--- config.mk ---
export PLATFORM = sky130hd
export DESIGN_NAME = text_console_cursor_engine
export DESIGN_NICKNAME = d
export VERILOG_FILES = /design/src/design/tcce_pkg.sv /design/src/design/tcce_ctrl.sv /design/src/design/tcce_datapath.sv /design/src/design/text_console_cursor_engine.sv
export SDC_FILE = /design/constraint.sdc
export NUM_CORES = 1
export LEC_CHECK = 0
export CAP_MARGIN = 30
export CORE_UTILIZATION = 48
export DETAILED_ROUTE_END_ITERATION = 16
export DONT_BUFFER_PORTS = 1
export GPL_TIMING_DRIVEN = 0
export PLACE_DENSITY = 0.74
export SLEW_MARGIN = 10
export SYNTH_ARGS = -nofsm -noshare
export SYNTH_HDL_FRONTEND = slang
export SYNTH_SLANG_ARGS = --single-unit
--- constraint.sdc ---
create_clock -name clock -period 6.7 [get_ports clock]
set_clock_uncertainty 0.15 [all_clocks]
set_input_delay 1.005 -clock clock [delete_from_list [all_inputs] [get_ports clock]]
set_output_delay 1.005 -clock clock [all_outputs]
set_load 0.01 [all_outputs]
--- src/design/tcce_pkg.sv ---
`timescale 1ns / 1ps

package tcce_pkg;

   localparam int TEXT_COLUMNS = 80;
   localparam int TEXT_ROWS    = 25;

   localparam logic [8:0] COL_LIMIT = 9'(TEXT_COLUMNS);
   localparam logic [7:0] ROW_LIMIT = 8'(TEXT_ROWS);
   localparam logic [6:0] ROW_LAST  = 7'(TEXT_ROWS - 1);

   localparam logic [6:0]  ATTR_RESET  = 7'h07;
   localparam logic [15:0] CH_BACK     = 16'h0008;
   localparam logic [15:0] CH_TAB      = 16'h0009;
   localparam logic [15:0] CH_LF       = 16'h000a;
   localparam logic [15:0] CH_CR       = 16'h000d;
   localparam logic [7:0]  GLYPH_SPACE = 8'h20;
   localparam logic [7:0]  GLYPH_ALT   = 8'h3f;

   typedef enum logic [1:0] {
      OP_PUT   = 2'd0,
      OP_SET   = 2'd1,
      OP_CLEAR = 2'd2,
      OP_NONE  = 2'd3
   } req_op_type;

   typedef enum logic [1:0] {
      CMD_CELL   = 2'd0,
      CMD_SCROLL = 2'd1,
      CMD_FILL   = 2'd2,
      CMD_DONE   = 2'd3
   } rsp_cmd_type;

   typedef enum logic [2:0] {
      CUR_HOLD,
      CUR_HOME_COL,
      CUR_LINE_DOWN,
      CUR_BACK,
      CUR_SET,
      CUR_HOME,
      CUR_ADVANCE
   } cur_op_type;

   typedef struct packed {
      logic        load;
      cur_op_type  cur_op;
      logic        emit;
      rsp_cmd_type kind;
   } tcce_cmd_type;

   typedef struct packed {
      req_op_type op;
      logic       is_cr;
      logic       is_lf;
      logic       is_back;
      logic       is_tab;
      logic       is_print;
      logic       set_ok;
      logic       row_last;
      logic       wrap;
      logic       tab_more;
      logic       out_free;
   } tcce_status_type;

   function automatic logic [23:0] palette_rgb(input logic [3:0] idx);
      logic [23:0] rgb;
      unique case (idx)
         4'd0:    rgb = 24'h000000;
         4'd1:    rgb = 24'h0000aa;
         4'd2:    rgb = 24'h00aa00;
         4'd3:    rgb = 24'h00aaaa;
         4'd4:    rgb = 24'haa0000;
         4'd5:    rgb = 24'haa00aa;
         4'd6:    rgb = 24'haa5500;
         4'd7:    rgb = 24'haaaaaa;
         4'd8:    rgb = 24'h555555;
         4'd9:    rgb = 24'h5555ff;
         4'd10:   rgb = 24'h55ff55;
         4'd11:   rgb = 24'h55ffff;
         4'd12:   rgb = 24'hff5555;
         4'd13:   rgb = 24'hff55ff;
         4'd14:   rgb = 24'hffff55;
         default: rgb = 24'hffffff;
      endcase
      return rgb;
   endfunction

endpackage

--- src/design/tcce_ctrl.sv ---
`timescale 1ns / 1ps

module tcce_ctrl
   import tcce_pkg::*;
(
   input  logic            clock,
   input  logic            reset,
   input  logic            req_valid,
   output logic            req_stall,
   input  tcce_status_type status,
   output tcce_cmd_type    cmd
);

   typedef enum logic [5:0] {
      ST_IDLE   = 6'b000001,
      ST_DECODE = 6'b000010,
      ST_CELL   = 6'b000100,
      ST_SCROLL = 6'b001000,
      ST_FILL   = 6'b010000,
      ST_DONE   = 6'b100000
   } state_type;

   state_type state_ff, state_in;

   assign req_stall = (state_ff != ST_IDLE);

   always_comb begin
      state_in   = state_ff;
      cmd.load   = 1'b0;
      cmd.cur_op = CUR_HOLD;
      cmd.emit   = 1'b0;
      cmd.kind   = CMD_DONE;
      unique case (state_ff)
         ST_IDLE: begin
            if (req_valid) begin
               cmd.load = 1'b1;
               state_in = ST_DECODE;
            end
         end
         ST_DECODE: begin
            state_in = ST_DONE;
            unique case (status.op)
               OP_PUT: begin
                  if (status.is_cr) begin
                     cmd.cur_op = CUR_HOME_COL;
                  end else if (status.is_lf) begin
                     if (status.row_last) begin
                        state_in = ST_SCROLL;
                     end else begin
                        cmd.cur_op = CUR_LINE_DOWN;
                     end
                  end else if (status.is_back) begin
                     cmd.cur_op = CUR_BACK;
                  end else if (status.is_tab || status.is_print) begin
                     state_in = ST_CELL;
                  end
               end
               OP_SET:   cmd.cur_op = CUR_SET;
               OP_CLEAR: state_in = ST_FILL;
               default:  state_in = ST_DONE;
            endcase
         end
         ST_CELL: begin
            if (status.out_free) begin
               cmd.emit   = 1'b1;
               cmd.kind   = CMD_CELL;
               cmd.cur_op = CUR_ADVANCE;
               if (status.wrap) begin
                  state_in = status.row_last ? ST_SCROLL : ST_DONE;
               end else if (status.is_tab && status.tab_more) begin
                  state_in = ST_CELL;
               end else begin
                  state_in = ST_DONE;
               end
            end
         end
         ST_SCROLL: begin
            if (status.out_free) begin
               cmd.emit   = 1'b1;
               cmd.kind   = CMD_SCROLL;
               cmd.cur_op = CUR_HOME_COL;
               state_in   = ST_DONE;
            end
         end
         ST_FILL: begin
            if (status.out_free) begin
               cmd.emit   = 1'b1;
               cmd.kind   = CMD_FILL;
               cmd.cur_op = CUR_HOME;
               state_in   = ST_DONE;
            end
         end
         ST_DONE: begin
            if (status.out_free) begin
               cmd.emit = 1'b1;
               cmd.kind = CMD_DONE;
               state_in = ST_IDLE;
            end
         end
         default: state_in = ST_IDLE;
      endcase
   end

   always_ff @(posedge clock) begin
      if (reset) begin
         state_ff <= ST_IDLE;
      end else begin
         state_ff <= state_in;
      end
   end

endmodule

--- src/design/tcce_datapath.sv ---
`timescale 1ns / 1ps

module tcce_datapath
   import tcce_pkg::*;
(
   input  logic            clock,
   input  logic            reset,
   input  logic            csr_wr_en,
   input  logic [6:0]      csr_wr_data,
   input  logic [1:0]      req_operation,
   input  logic [15:0]     req_character,
   input  logic [7:0]      req_target_column,
   input  logic [6:0]      req_target_row,
   input  tcce_cmd_type    cmd,
   output tcce_status_type status,
   output logic            rsp_valid,
   input  logic            rsp_stall,
   output logic [1:0]      rsp_command,
   output logic [7:0]      rsp_cell_column,
   output logic [6:0]      rsp_cell_row,
   output logic [7:0]      rsp_glyph,
   output logic [23:0]     rsp_fore_color,
   output logic [23:0]     rsp_back_color,
   output logic            rsp_accepted,
   output logic [7:0]      rsp_cursor_col_now,
   output logic [6:0]      rsp_cursor_row_now,
   output logic            rsp_last
);

   logic [6:0]  attr_ff, attr_in;
   logic [7:0]  col_ff, col_in;
   logic [6:0]  row_ff, row_in;
   logic        acc_ff, acc_in;
   req_op_type  op_ff, op_in;
   logic [15:0] char_ff, char_in;
   logic [7:0]  tcol_ff, tcol_in;
   logic [6:0]  trow_ff, trow_in;

   logic        valid_ff, valid_in;
   rsp_cmd_type kind_ff, kind_in;
   logic [7:0]  ccol_ff, ccol_in;
   logic [6:0]  crow_ff, crow_in;
   logic [7:0]  glyph_ff, glyph_in;
   logic [23:0] fore_ff, fore_in;
   logic [23:0] back_ff, back_in;
   logic        racc_ff, racc_in;
   logic [7:0]  ncol_ff, ncol_in;
   logic [6:0]  nrow_ff, nrow_in;
   logic        last_ff, last_in;

   logic [8:0]  col_next;
   logic [7:0]  cell_glyph;
   logic [23:0] fg_rgb;
   logic [23:0] bg_rgb;

   assign col_next   = {1'b0, col_ff} + 9'd1;
   assign fg_rgb     = palette_rgb(attr_ff[3:0]);
   assign bg_rgb     = palette_rgb({1'b0, attr_ff[6:4]});
   assign cell_glyph = (char_ff == CH_TAB) ? GLYPH_SPACE :
                       (char_ff[15:8] == 8'd0) ? char_ff[7:0] : GLYPH_ALT;

   assign status.op       = op_ff;
   assign status.is_cr    = (char_ff == CH_CR);
   assign status.is_lf    = (char_ff == CH_LF);
   assign status.is_back  = (char_ff == CH_BACK);
   assign status.is_tab   = (char_ff == CH_TAB);
   assign status.is_print = (char_ff[15:5] != 11'd0);
   assign status.set_ok   = ({1'b0, tcol_ff} < COL_LIMIT) && ({1'b0, trow_ff} < ROW_LIMIT);
   assign status.row_last = (row_ff == ROW_LAST);
   assign status.wrap     = (col_next == COL_LIMIT);
   assign status.tab_more = (col_next[2:0] != 3'd0);
   assign status.out_free = !valid_ff || !rsp_stall;

   always_comb begin
      attr_in = csr_wr_en ? csr_wr_data : attr_ff;
      col_in  = col_ff;
      row_in  = row_ff;
      acc_in  = acc_ff;
      op_in   = op_ff;
      char_in = char_ff;
      tcol_in = tcol_ff;
      trow_in = trow_ff;
      if (cmd.load) begin
         op_in   = req_op_type'(req_operation);
         char_in = req_character;
         tcol_in = req_target_column;
         trow_in = req_target_row;
         acc_in  = 1'b1;
      end
      unique case (cmd.cur_op)
         CUR_HOLD: ;
         CUR_HOME_COL: col_in = 8'd0;
         CUR_LINE_DOWN: begin
            col_in = 8'd0;
            row_in = row_ff + 7'd1;
         end
         CUR_BACK: begin
            if (col_ff != 8'd0) begin
               col_in = col_ff - 8'd1;
            end
         end
         CUR_SET: begin
            if (status.set_ok) begin
               col_in = tcol_ff;
               row_in = trow_ff;
            end else begin
               acc_in = 1'b0;
            end
         end
         CUR_HOME: begin
            col_in = 8'd0;
            row_in = 7'd0;
         end
         CUR_ADVANCE: begin
            if (status.wrap) begin
               col_in = 8'd0;
               if (!status.row_last) begin
                  row_in = row_ff + 7'd1;
               end
            end else begin
               col_in = col_next[7:0];
            end
         end
         default: ;
      endcase
   end

   always_comb begin
      valid_in = valid_ff && rsp_stall;
      kind_in  = kind_ff;
      ccol_in  = ccol_ff;
      crow_in  = crow_ff;
      glyph_in = glyph_ff;
      fore_in  = fore_ff;
      back_in  = back_ff;
      racc_in  = racc_ff;
      ncol_in  = ncol_ff;
      nrow_in  = nrow_ff;
      last_in  = last_ff;
      if (cmd.emit) begin
         valid_in = 1'b1;
         kind_in  = cmd.kind;
         ccol_in  = 8'd0;
         crow_in  = 7'd0;
         glyph_in = 8'd0;
         fore_in  = 24'd0;
         back_in  = bg_rgb;
         racc_in  = 1'b1;
         ncol_in  = 8'd0;
         nrow_in  = 7'd0;
         last_in  = 1'b0;
         unique case (cmd.kind)
            CMD_CELL: begin
               ccol_in  = col_ff;
               crow_in  = row_ff;
               glyph_in = cell_glyph;
               fore_in  = fg_rgb;
            end
            CMD_SCROLL, CMD_FILL: ;
            CMD_DONE: begin
               back_in = 24'd0;
               racc_in = acc_ff;
               ncol_in = col_ff;
               nrow_in = row_ff;
               last_in = 1'b1;
            end
            default: ;
         endcase
      end
   end

   always_ff @(posedge clock) begin
      if (reset) begin
         attr_ff  <= ATTR_RESET;
         col_ff   <= 8'd0;
         row_ff   <= 7'd0;
         acc_ff   <= 1'b1;
         valid_ff <= 1'b0;
      end else begin
         attr_ff  <= attr_in;
         col_ff   <= col_in;
         row_ff   <= row_in;
         acc_ff   <= acc_in;
         valid_ff <= valid_in;
      end
   end

   always_ff @(posedge clock) begin
      op_ff    <= op_in;
      char_ff  <= char_in;
      tcol_ff  <= tcol_in;
      trow_ff  <= trow_in;
      kind_ff  <= kind_in;
      ccol_ff  <= ccol_in;
      crow_ff  <= crow_in;
      glyph_ff <= glyph_in;
      fore_ff  <= fore_in;
      back_ff  <= back_in;
      racc_ff  <= racc_in;
      ncol_ff  <= ncol_in;
      nrow_ff  <= nrow_in;
      last_ff  <= last_in;
   end

   assign rsp_valid          = valid_ff;
   assign rsp_command        = kind_ff;
   assign rsp_cell_column    = ccol_ff;
   assign rsp_cell_row       = crow_ff;
   assign rsp_glyph          = glyph_ff;
   assign rsp_fore_color     = fore_ff;
   assign rsp_back_color     = back_ff;
   assign rsp_accepted       = racc_ff;
   assign rsp_cursor_col_now = ncol_ff;
   assign rsp_cursor_row_now = nrow_ff;
   assign rsp_last           = last_ff;

endmodule

--- src/design/text_console_cursor_engine.sv ---
`timescale 1ns / 1ps
// Teletype cursor engine for a text console.
// Request channel (req_valid / req_stall): one command word per request:
// put character, set cursor position or clear screen. Response channel
// (rsp_valid / rsp_stall): drawing words (draw cell, scroll, fill screen)
// followed by one done word with rsp_last set, carrying the cursor.
// csr_wr_en / csr_wr_data write the text attribute (fg bits 3:0, bg 6:4);
// write it only while no command is in flight.
// Each command passes a decode state, then sends its response words in turn
// through the single output register; a tab with a scroll is the longest
// case. The controller handles one command at a time; the next request
// is taken as soon as the done word is loaded into the output register.
// Reset (synchronous, active high): cursor at column 0 row 0, attribute
// 0x07, no response pending.
// When the receiver stalls, the output word holds and the controller
// waits in its emit state; req_stall stays high meanwhile.
module text_console_cursor_engine
   import tcce_pkg::*;
(
   input  logic        clock,
   input  logic        reset,
   input  logic        csr_wr_en,
   input  logic [6:0]  csr_wr_data,
   input  logic        req_valid,
   output logic        req_stall,
   input  logic [1:0]  req_operation,
   input  logic [15:0] req_character,
   input  logic [7:0]  req_target_column,
   input  logic [6:0]  req_target_row,
   output logic        rsp_valid,
   input  logic        rsp_stall,
   output logic [1:0]  rsp_command,
   output logic [7:0]  rsp_cell_column,
   output logic [6:0]  rsp_cell_row,
   output logic [7:0]  rsp_glyph,
   output logic [23:0] rsp_fore_color,
   output logic [23:0] rsp_back_color,
   output logic        rsp_accepted,
   output logic [7:0]  rsp_cursor_col_now,
   output logic [6:0]  rsp_cursor_row_now,
   output logic        rsp_last
);

   tcce_cmd_type    cmd;
   tcce_status_type status;

   tcce_ctrl u_ctrl (
      .clock     (clock),
      .reset     (reset),
      .req_valid (req_valid),
      .req_stall (req_stall),
      .status    (status),
      .cmd       (cmd)
   );

   tcce_datapath u_datapath (
      .clock              (clock),
      .reset              (reset),
      .csr_wr_en          (csr_wr_en),
      .csr_wr_data        (csr_wr_data),
      .req_operation      (req_operation),
      .req_character      (req_character),
      .req_target_column  (req_target_column),
      .req_target_row     (req_target_row),
      .cmd                (cmd),
      .status             (status),
      .rsp_valid          (rsp_valid),
      .rsp_stall          (rsp_stall),
      .rsp_command        (rsp_command),
      .rsp_cell_column    (rsp_cell_column),
      .rsp_cell_row       (rsp_cell_row),
      .rsp_glyph          (rsp_glyph),
      .rsp_fore_color     (rsp_fore_color),
      .rsp_back_color     (rsp_back_color),
      .rsp_accepted       (rsp_accepted),
      .rsp_cursor_col_now (rsp_cursor_col_now),
      .rsp_cursor_row_now (rsp_cursor_row_now),
      .rsp_last           (rsp_last)
   );

endmodule
== Word level (Yosys, flattened, before mapping) ==
Memory sizes are Yosys's and may differ from the RTL's. A register that Yosys moved wholly into a read port is not among the register bits.
Cells that the tools add are included.

* Bitwise gates (word level): 2
* Equal/unequal tests: 30
* Add/subtract/negate cells: 3
* Magnitude comparators: 2
* Reductions and logical operators: 23
* Multiplexer cells: 41

{| class="wikitable"
|+ Operators with widths
! kind !! count
|-
| 6-bit two-way mux || 15
|-
| 16-bit by 4-bit equality test with 1-bit output, second input constant || 4
|-
| 8-bit one-hot mux with 4 select lines || 1
|-
| 6-bit one-hot mux with 5 select lines || 1
|-
| 7-bit one-hot mux with 4 select lines || 1
|-
| 8-bit two-way mux || 3
|-
| 3-bit one-hot mux with 4 select lines || 2
|-
| 7-bit two-way mux || 3
|-
| 2-bit != test, second input constant || 6
|-
| 6-bit one-hot mux with 2 select lines || 1
|-
| 11-bit nonzero test || 1
|-
| 8-bit by 1-bit adder with 9-bit output, second input constant || 1
|-
| 3-bit equality test, second input constant || 3
|-
| 9-bit by 7-bit equality test with 1-bit output, second input constant || 1
|-
| 3-bit two-way mux || 3
|-
| 8-bit logical NOT || 1
|-
| 8-bit by 7-bit < comparator with 1-bit output, second input constant || 1
|-
| 4-bit AND reduction || 2
|-
| 4-bit nonzero test || 2
|-
| 8-bit nonzero test || 1
|-
| 8-bit by 1-bit subtractor with 8-bit output, second input constant || 1
|-
| 7-bit by 1-bit adder with 7-bit output, second input constant || 1
|-
| 7-bit by 5-bit equality test with 1-bit output, second input constant || 1
|-
| 7-bit by 5-bit < comparator with 1-bit output, second input constant || 1
|-
| 25 further kinds || 44
|}

* Memories: 2
* Register bits: 129
* Memory bits (read-only): 512
* Logic and storage cells: 124
* Input bits: 45
* Output and inout port bits: 92

{| class="wikitable"
|+ Memories
! name !! depth !! width !! read ports !! clocked after memory_dff !! wr ports !! RTL line !! text
|-
| (no name shown) || 16 || 24 || 1 || 1 || 0 || tcce_pkg.sv:67 || <nowiki>unique case (idx)</nowiki>
|-
| (no name shown) || 8 || 16 || 1 || 1 || 0 || tcce_pkg.sv:67 ||
|}

== Longest topological paths before layout ==
Gate-level depths: netlist (run 1).

* Depth after elaboration: 10
* Gate-level depth with buffers: 10
* Gate-level depth less buffers: 9

== Modules after synthesis ==
From an unflattened synthesis (run 1), not the netlist that was laid out.

* Cell total of the unflattened synthesis: 509
* Area, all modules: 5,545.3 µm²

{| class="wikitable"
|+ By module, submodules not included
! module !! seq. area each (µm²) !! cells each !! times used !! area an instance (µm²)
|-
| tcce_datapath || 3,002.9 || 428 || 1 || 4,936.0
|-
| tcce_ctrl || 120.1 || 81 || 1 || 609.3
|}

== Least setup slack after synthesis (run 1) ==
OpenSTA, ideal clock, no wires.

* Kind: reg2reg
* Start: reg u_ctrl.state_ff[2]
* End: reg u_datapath.racc_ff, in the netlist u_datapath.rsp_accepted, enable pin
* Library setup time: 0.476 ns
* Setup slack: 2.406 ns
* Arrival time: 3.668 ns
* Period minus slack after synthesis: 4.294 ns
* Cell stages (with the launch flop): 6
* Buffers on the path: 1
* Data required time: 6.074 ns
* Cells stage by stage: dfxtp_1 > buf_4 > or4b_1 > o21ai_0 > nand2_1 > a21oi_1

{| class="wikitable"
|+ RTL lines
! item !! RTL line !! text
|-
| from (decl) || tcce_ctrl.sv:23 || <nowiki>state_type state_ff, state_in;</nowiki>
|-
| from (signal assigned) || tcce_ctrl.sv:108 || <nowiki>state_ff <= state_in;</nowiki>
|-
| to (signal assigned) || tcce_datapath.sv:199 || <nowiki>racc_ff <= racc_in;</nowiki>
|-
| to (decl) || tcce_datapath.sv:46 || <nowiki>logic racc_ff, racc_in;</nowiki>
|}

== Worst setup path in the final report (run 1) ==
* Start: reg u_ctrl.state_ff[3]
* End: reg u_datapath.col_ff[6]

* Longest elaborated chain between the ends: 6
* Elaborated cells on any way between the ends: 17
* Classes of those cells: 12 x eq/ne; 2 x mux; 3 x reduce/logical

{| class="wikitable"
|+ Ends and longest elaborated chain
! item !! RTL line !! text
|-
| 6-bit by 5-bit equality test with 1-bit output (tied with other cells) || tcce_ctrl.sv:33 || <nowiki>unique case (state_ff)</nowiki>
|-
| 3-bit one-hot mux with 4 select lines (*) || tcce_ctrl.sv:33 ||
|-
| 3-bit by 1-bit equality test with 1-bit output (tied with other cells) || tcce_datapath.sv:90 || <nowiki>unique case (cmd.cur_op)</nowiki>
|-
| 3-bit OR reduction (no line) || -- ||
|-
| 4-bit nonzero test (no line) || -- ||
|-
| 3-bit AND reduction (no line) || -- ||
|-
| to (signal assigned) || tcce_datapath.sv:181 || <nowiki>col_ff <= col_in;</nowiki>
|-
| to (decl) || tcce_datapath.sv:31 || <nowiki>logic [7:0] col_ff, col_in;</nowiki>
|}

Every way passes the cells marked *; elsewhere a longest branch is shown, timed or not.
A chain may end at the register's enable or synchronous reset.

==> run metrics, run 1 <==
outcome=finished clean; Synth Area per Inst=11.25 um2; RSZ-0062 raised after global routing=false; core area=10890 um2; Post-Syn Instances=481; antenna violations before repair=0; Worst setup EP type=flop; Seq/Total Area, Yosys=57.72%; CTS H-tree lvls=4; Worst Hold Slack=0.3680 ns; most frequent cells in the layout=84 x edfxtp_1, 50 x nor2_1, 40 x buf_4, 30 x dfxtp_1, 23 x nand2_1; share of layout cells above drive strength 1=17.66%; gr usage total=21.75%; Num CTS Buffers=17; worst hold path class=reg -> reg; ANT nets after route=0; First-pass DRT Iterations=5; Initial DRC Count=303; maximum VDD drop=141.8 uV; Largest delay share family, worst path=simple AND/OR/NAND/NOR gates; Pleak=2.237 nW; Post-CTS Setup Inserts=0; Slew @ Worst Pin=0.8570 ns; most frequent CP cell=buf_2; Mapped Area=5410 um2; maximum clock path buffer count=2; routed wl met3=877 um; wire per inst=18.13 um; HPWL Detailed=8484 um; IO Count=137; Slowest-stage cell, CP=nor3b_2; GPL Wtd Cong=0.8864; setup_tns=0 ns; Initial Utilization=49.69%; vias in the first global route=3667; drt via density=5.740; Clk Latency, worst-skew pair=0.52 ns; clk root buf=clkbuf_8; buffers and inverters on the worst path=2; PortBufs=0; Area Growth Syn to Fin=14.78%; DRC viols=0; FP Rows=38; met1 WL=5047 um; routed wire length=11980 um; die width=108.2 um; total power=1.741 mW; FILL cells=945; Worst-path clk slew=0.06 ns; cts repair resizes=0; Slew headroom=42.74%; Crit Path Category=reg -> reg; Cell variety after synth=67; Max-Cap Viols=0; GRT overflow=0; crit-path max FO=10; Final Cycle Share=45.10%; Yosys warnings=0; largest net degree at the start of global routing=36; global-route wire length before repair=18850 um; Final Critical Period=3.022 ns; Final Max Tran Viols=0; Highest Signal Layer=met4; commonest non-fill, non-tap cell in the layout=edfxtp_1; DIE HEIGHT=108.2 um; Seq cells post-synth=114; Die ar.=11700 um2; ys flop type=edfxtp_1; endpoints failing setup=0; antenna cells=0; pwr dens=280.4 nW/um2; hold_buf cts=0; Required @ worst endpoint=6.93 ns; CTS tree=built; Nets=558; Max stage delay on crit path=0.58 ns; Routed met2 length=5766 um; crit-path cells=buf_2 -> nor4_2 -> nand2_1 -> nor3b_2 -> nor2_1 -> buf_2 -> a221oi_1 -> o32ai_2; ys async rst share=0%; Fin. Hold Viols=0; EDFF count, synth=84; CTS Sinks=114; vias post-DR=3794; Arr. time, crit path=3.25 ns; maximum clock rate=331.0 MHz; kind of start point of the critical path=flop
power by group:
part	leakage [nW]	switching [mW]	internal, mW
Combinational	0.945	0.0448	0.0253
Clock	0.270	0.312	0.560
Sequential	1.02	0.0171	0.782
registers in the layout (all words and copies together), names as in the netlist, 8 cells and up:
register,count
u_datapath.char_ff,16
u_datapath.col_ff,8
u_datapath.rsp_cell_column,8
u_datapath.rsp_cursor_col_now,8
u_datapath.rsp_glyph,8
u_datapath.tcol_ff,8
cells in the mapped netlist (all sizes together), types with 6 or more instances:
| library cell | count | area [um2] |
|---|---|---|
| edfxtp | 84 | 2522 |
| nor2 | 51 | 193.9 |
| buf | 48 | 345.3 |
| dfxtp | 30 | 600.6 |
| nand2 | 24 | 92.59 |
| a21oi | 22 | 113.9 |
| inv | 21 | 78.82 |
| and3 | 16 | 100.1 |
| clkbuf | 15 | 56.30 |
| nand3 | 15 | 75.07 |
| o21ai | 14 | 70.06 |
| and2 | 13 | 81.33 |
| nor3 | 13 | 65.06 |
| xnor2 | 10 | 87.58 |
| a211oi | 9 | 80.08 |
| nor4 | 6 | 43.79 |
worst reg2reg max path: cells and delay by family, from the launching register on:
kind,cells,cell delay [ns]
DFF,1,0.31
and+or+nand+nor,4,1.50
AOI/OAI and AO/OA,2,0.50
buffers and inverters,2,0.43
through the flow:
stage | utilization (%) | instances | setup WS (ns) | instance area [um2]
floorplan | - | 488 | 2.406 | 5436
global placement | 51.54 | 628 | 1.311 | 5612
detailed placement | 51.84 | 629 | 3.276 | 5644
CTS | 57.03 | 661 | 3.737 | 6210
global route | 57.03 | 661 | 3.566 | 6210
finish | 57.03 | 661 | 3.678 | 6210
layout make-up:
class / count / area, um2 / area share [%]
clock inverters: 12 / 140.1 / 2.257
plain buffers: 63 / 401.6 / 6.468
clock buffers: 20 / 425.4 / 6.851
flip-flops and latches: 114 / 3123 / 50.29
well taps: 140 / 175.2 / 2.821
multi-input cells: 290 / 1846 / 29.72
repair buffers: 1 / 20.02 / 0.3224
inverters: 21 / 78.83 / 1.269
final timing paths:
kind              slack [ns]               endpoint  depth (start not counted)                   from
hold / removal          0.37  u_datapath.attr_ff[1]                          2  u_datapath.attr_ff[1]
hold reg to reg         0.37  u_datapath.attr_ff[1]                          2  u_datapath.attr_ff[1]
setup reg to reg        3.68   u_datapath.col_ff[6]                          8     u_ctrl.state_ff[3]
setup / recovery        3.68   u_datapath.col_ff[6]                          8     u_ctrl.state_ff[3]
per-layer routing:
metal	global-route usage, %	up-vias
li1	-	1775
met1	26.20	1797
met2	35.40	195
met3	5.787	27
met4	12.04	0
met5	0	-
logic make-up after synthesis:
family,Yosys count,share of synthesized area (%)
simple gates,171,16.88
flops,114,57.72
compound gates,88,12.26
buf+inv,84,8.880
xor+xnor,13,2.105
fa+ha+maj,5,1.156
mux,5,0.9251
other cells,1,0.06931
No activity file was read; power rests on OpenSTA's default activity.
==> run 2, diff against run 1 <==
Clock period 6.7 ns to 3.11 ns, I/O delays scaled along.
==> run metrics, run 2 (synthesis results as in run 1) <==
outcome=finished clean; most frequent cells in the layout=84 x edfxtp_1, 50 x nor2_1, 41 x buf_4, 41 x dlygate4sd3_1, 30 x dfxtp_1; Required @ worst endpoint=3.34 ns (-3.59 ns); worst hold path class=in -> reg; GPL Wtd Cong=0.9098 (+2.6%); Hold Startpoint=req_valid; maximum VDD drop=323.5 uV (+130%); kind of start point of the critical path=flop; crit-path max FO=10 (unchanged); Max stage delay on crit path=0.62 ns (+0.04 ns); Max-Cap Viols=0 (unchanged); Num CTS Buffers=17 (unchanged); core area=10890 um2 (unchanged); commonest non-fill, non-tap cell in the layout=edfxtp_1; Initial DRC Count=224 (-26%); maximum clock rate=340.9 MHz (+3.0%); Final Max Tran Viols=0 (unchanged); Slowest-stage cell, CP=nor3b_2; flip-flop and latch area=3123 um2 (unchanged); Worst setup EP type=flop; routed wire length=12750 um (+6.4%); crit-path cells=buf_2 -> nor4_2 -> nand2_1 -> nor3b_2 -> nor2_1 -> buf_2 -> a221oi_1 -> o32ai_2; CTS Sinks=114 (unchanged); DIE HEIGHT=108.2 um (unchanged); FP Rows=38 (unchanged); Final Cycle Share=94.32% (+49 points); IO Count=137 (unchanged); vias in the first global route=3863 (+5.3%); Nets=600 (+7.5%); global-route wire length before repair=19430 um (+3.1%); setup_tns=0 ns (unchanged); max reg flops=16 (unchanged); Area Growth Syn to Fin=22.27%; PortBufs=0 (unchanged); R2R depth=8 (unchanged); reg2reg end=u_datapath.col_ff[6]; largest net degree at the start of global routing=36 (unchanged); GRT overflow=0 (unchanged); final non-filler cell area=6615 um2 (+6.5%); wire per inst=18.14 um (about the same); Worst Hold Slack=0.04416 ns (-0.3239 ns); Arr. time, crit path=3.17 ns (-0.08 ns); Pleak=2.406 nW (+7.5%); ANT nets after route=0 (unchanged); die width=108.2 um (unchanged); Final Critical Period=2.933 ns (-0.08820 ns); reg2reg start=u_ctrl.state_ff[3]; Fin. Hold Viols=0 (unchanged); FF-to-FF setup slack=0.18 ns (-3.50 ns); CTS H-tree lvls=4 (unchanged); endpoints failing setup=0 (unchanged); area of the multi-input gates=1846 um2 (unchanged); HPWL Detailed=8684 um (+2.4%); Worst-path clk slew=0.06 ns (about the same); gr usage total=22.64% (+0.88 points); First-pass DRT Iterations=5 (unchanged); Slew headroom=45.24% (+2.5 points); drt via density=5.677 (-1.1%); share of layout cells above drive strength 1=16.70% (-0.96 points); antenna violations before repair=0 (unchanged); maximum clock path buffer count=2 (unchanged); Die ar.=11700 um2 (unchanged); Hold Path Stages=3 (+1); DRC viols=0 (unchanged); pwr dens=561.5 nW/um2 (+100%); antenna cells=0 (unchanged); vias post-DR=3991 (+5.2%); FILL cells=886 (-6.2%); CTS tree=built; RSZ-0062 raised after global routing=false; Worst Hold Path EP=u_ctrl.state_ff[0]; Crit Path Category=reg -> reg; clk root buf=clkbuf_8; most frequent CP cell=buf_2; final core occ=60.76% (+3.7 points); Clk Latency, worst-skew pair=0.52 ns (about the same); Post-DP Area=5644 um2 (unchanged); Initial Utilization=49.69% (unchanged); largest register by flop count=u_datapath.char_ff; Slew @ Worst Pin=0.8214 ns (-0.03561 ns)
[run 2: cell types whose count changed in the layout (fill, tap and decap cells not counted)]
cell           delta
dlygate4sd3_1    +41
bufinv_16         -1
clkinv_1          -1
clkbuf_8          +1
buf_4             +1
clkinvlp_4        +1
[run 2: worst max path at each step]
stage,startpoint,endpoint,slack [ns],cells after the start
after global routing,u_ctrl.state_ff[3],u_datapath.row_ff[0],0.005,7
after detailed placement,u_ctrl.state_ff[3],u_datapath.col_ff[6],0.20,8
after CTS,u_ctrl.state_ff[3],u_datapath.col_ff[6],0.21,8
final,u_ctrl.state_ff[3],u_datapath.col_ff[6],0.18,8
after global placement,u_ctrl.state_ff[2],u_datapath.rsp_cursor_col_now[1],0.01,5
after floorplan,u_ctrl.state_ff[2],u_datapath.rsp_accepted,0.49,5
[run 2: area by class of cell]
type	instances	area share, %
multi-input combinational	290	27.90
timing repair buffer	43	6.620
clock inverter	11	1.721
tap	140	2.648
buffer	63	6.071
sequential	114	47.21
clock buffer	21	6.639
inverter	21	1.192
[run 2: through the flow]
stage	total power [mW]	cells	setup WS [ns]
2_1_floorplan	1.860	488	0.4864
3_3_place_gp	1.901	628	0.01327
3_5_place_dp	1.905	629	0.2040
4_1_cts	3.731	702	0.2117
5_1_grt	3.829	703	0.004736
6_report	3.715	703	0.1766
[run 2: report_power, final]
group	internal, mW	leakage, nW	total, mW	switching [mW]
clock	1.15	0.261	1.79	0.644
combinational	0.0890	1.12	0.199	0.110
sequential	1.69	1.02	1.72	0.0383
total	2.92	2.41	3.71	0.792
[run 2: routing by layer]
layer	wire [um]	share of wire, %	GRT usage [%]
met3	857	6.7	5.787
met1	5268	41	27.36
met4	329	2.6	11.45
met2	6295	49	37.35
met5	0	0	0
[run 2: timing repair]
item	in CTS	in global routing
hold endpoints to repair	42	0
setup endpoints to repair	0	1
setup buffers	0	1
gates resized for setup	0	0
hold buffers	41	0
[run 2: worst max-delay path: cells and delay by family (launching register included)]
kind                   cells  cell delay, ns
and+or+nand+nor            4            1.44
DFF                        1            0.31
buffers and inverters      2            0.43
AOI/OAI and AO/OA          2            0.46
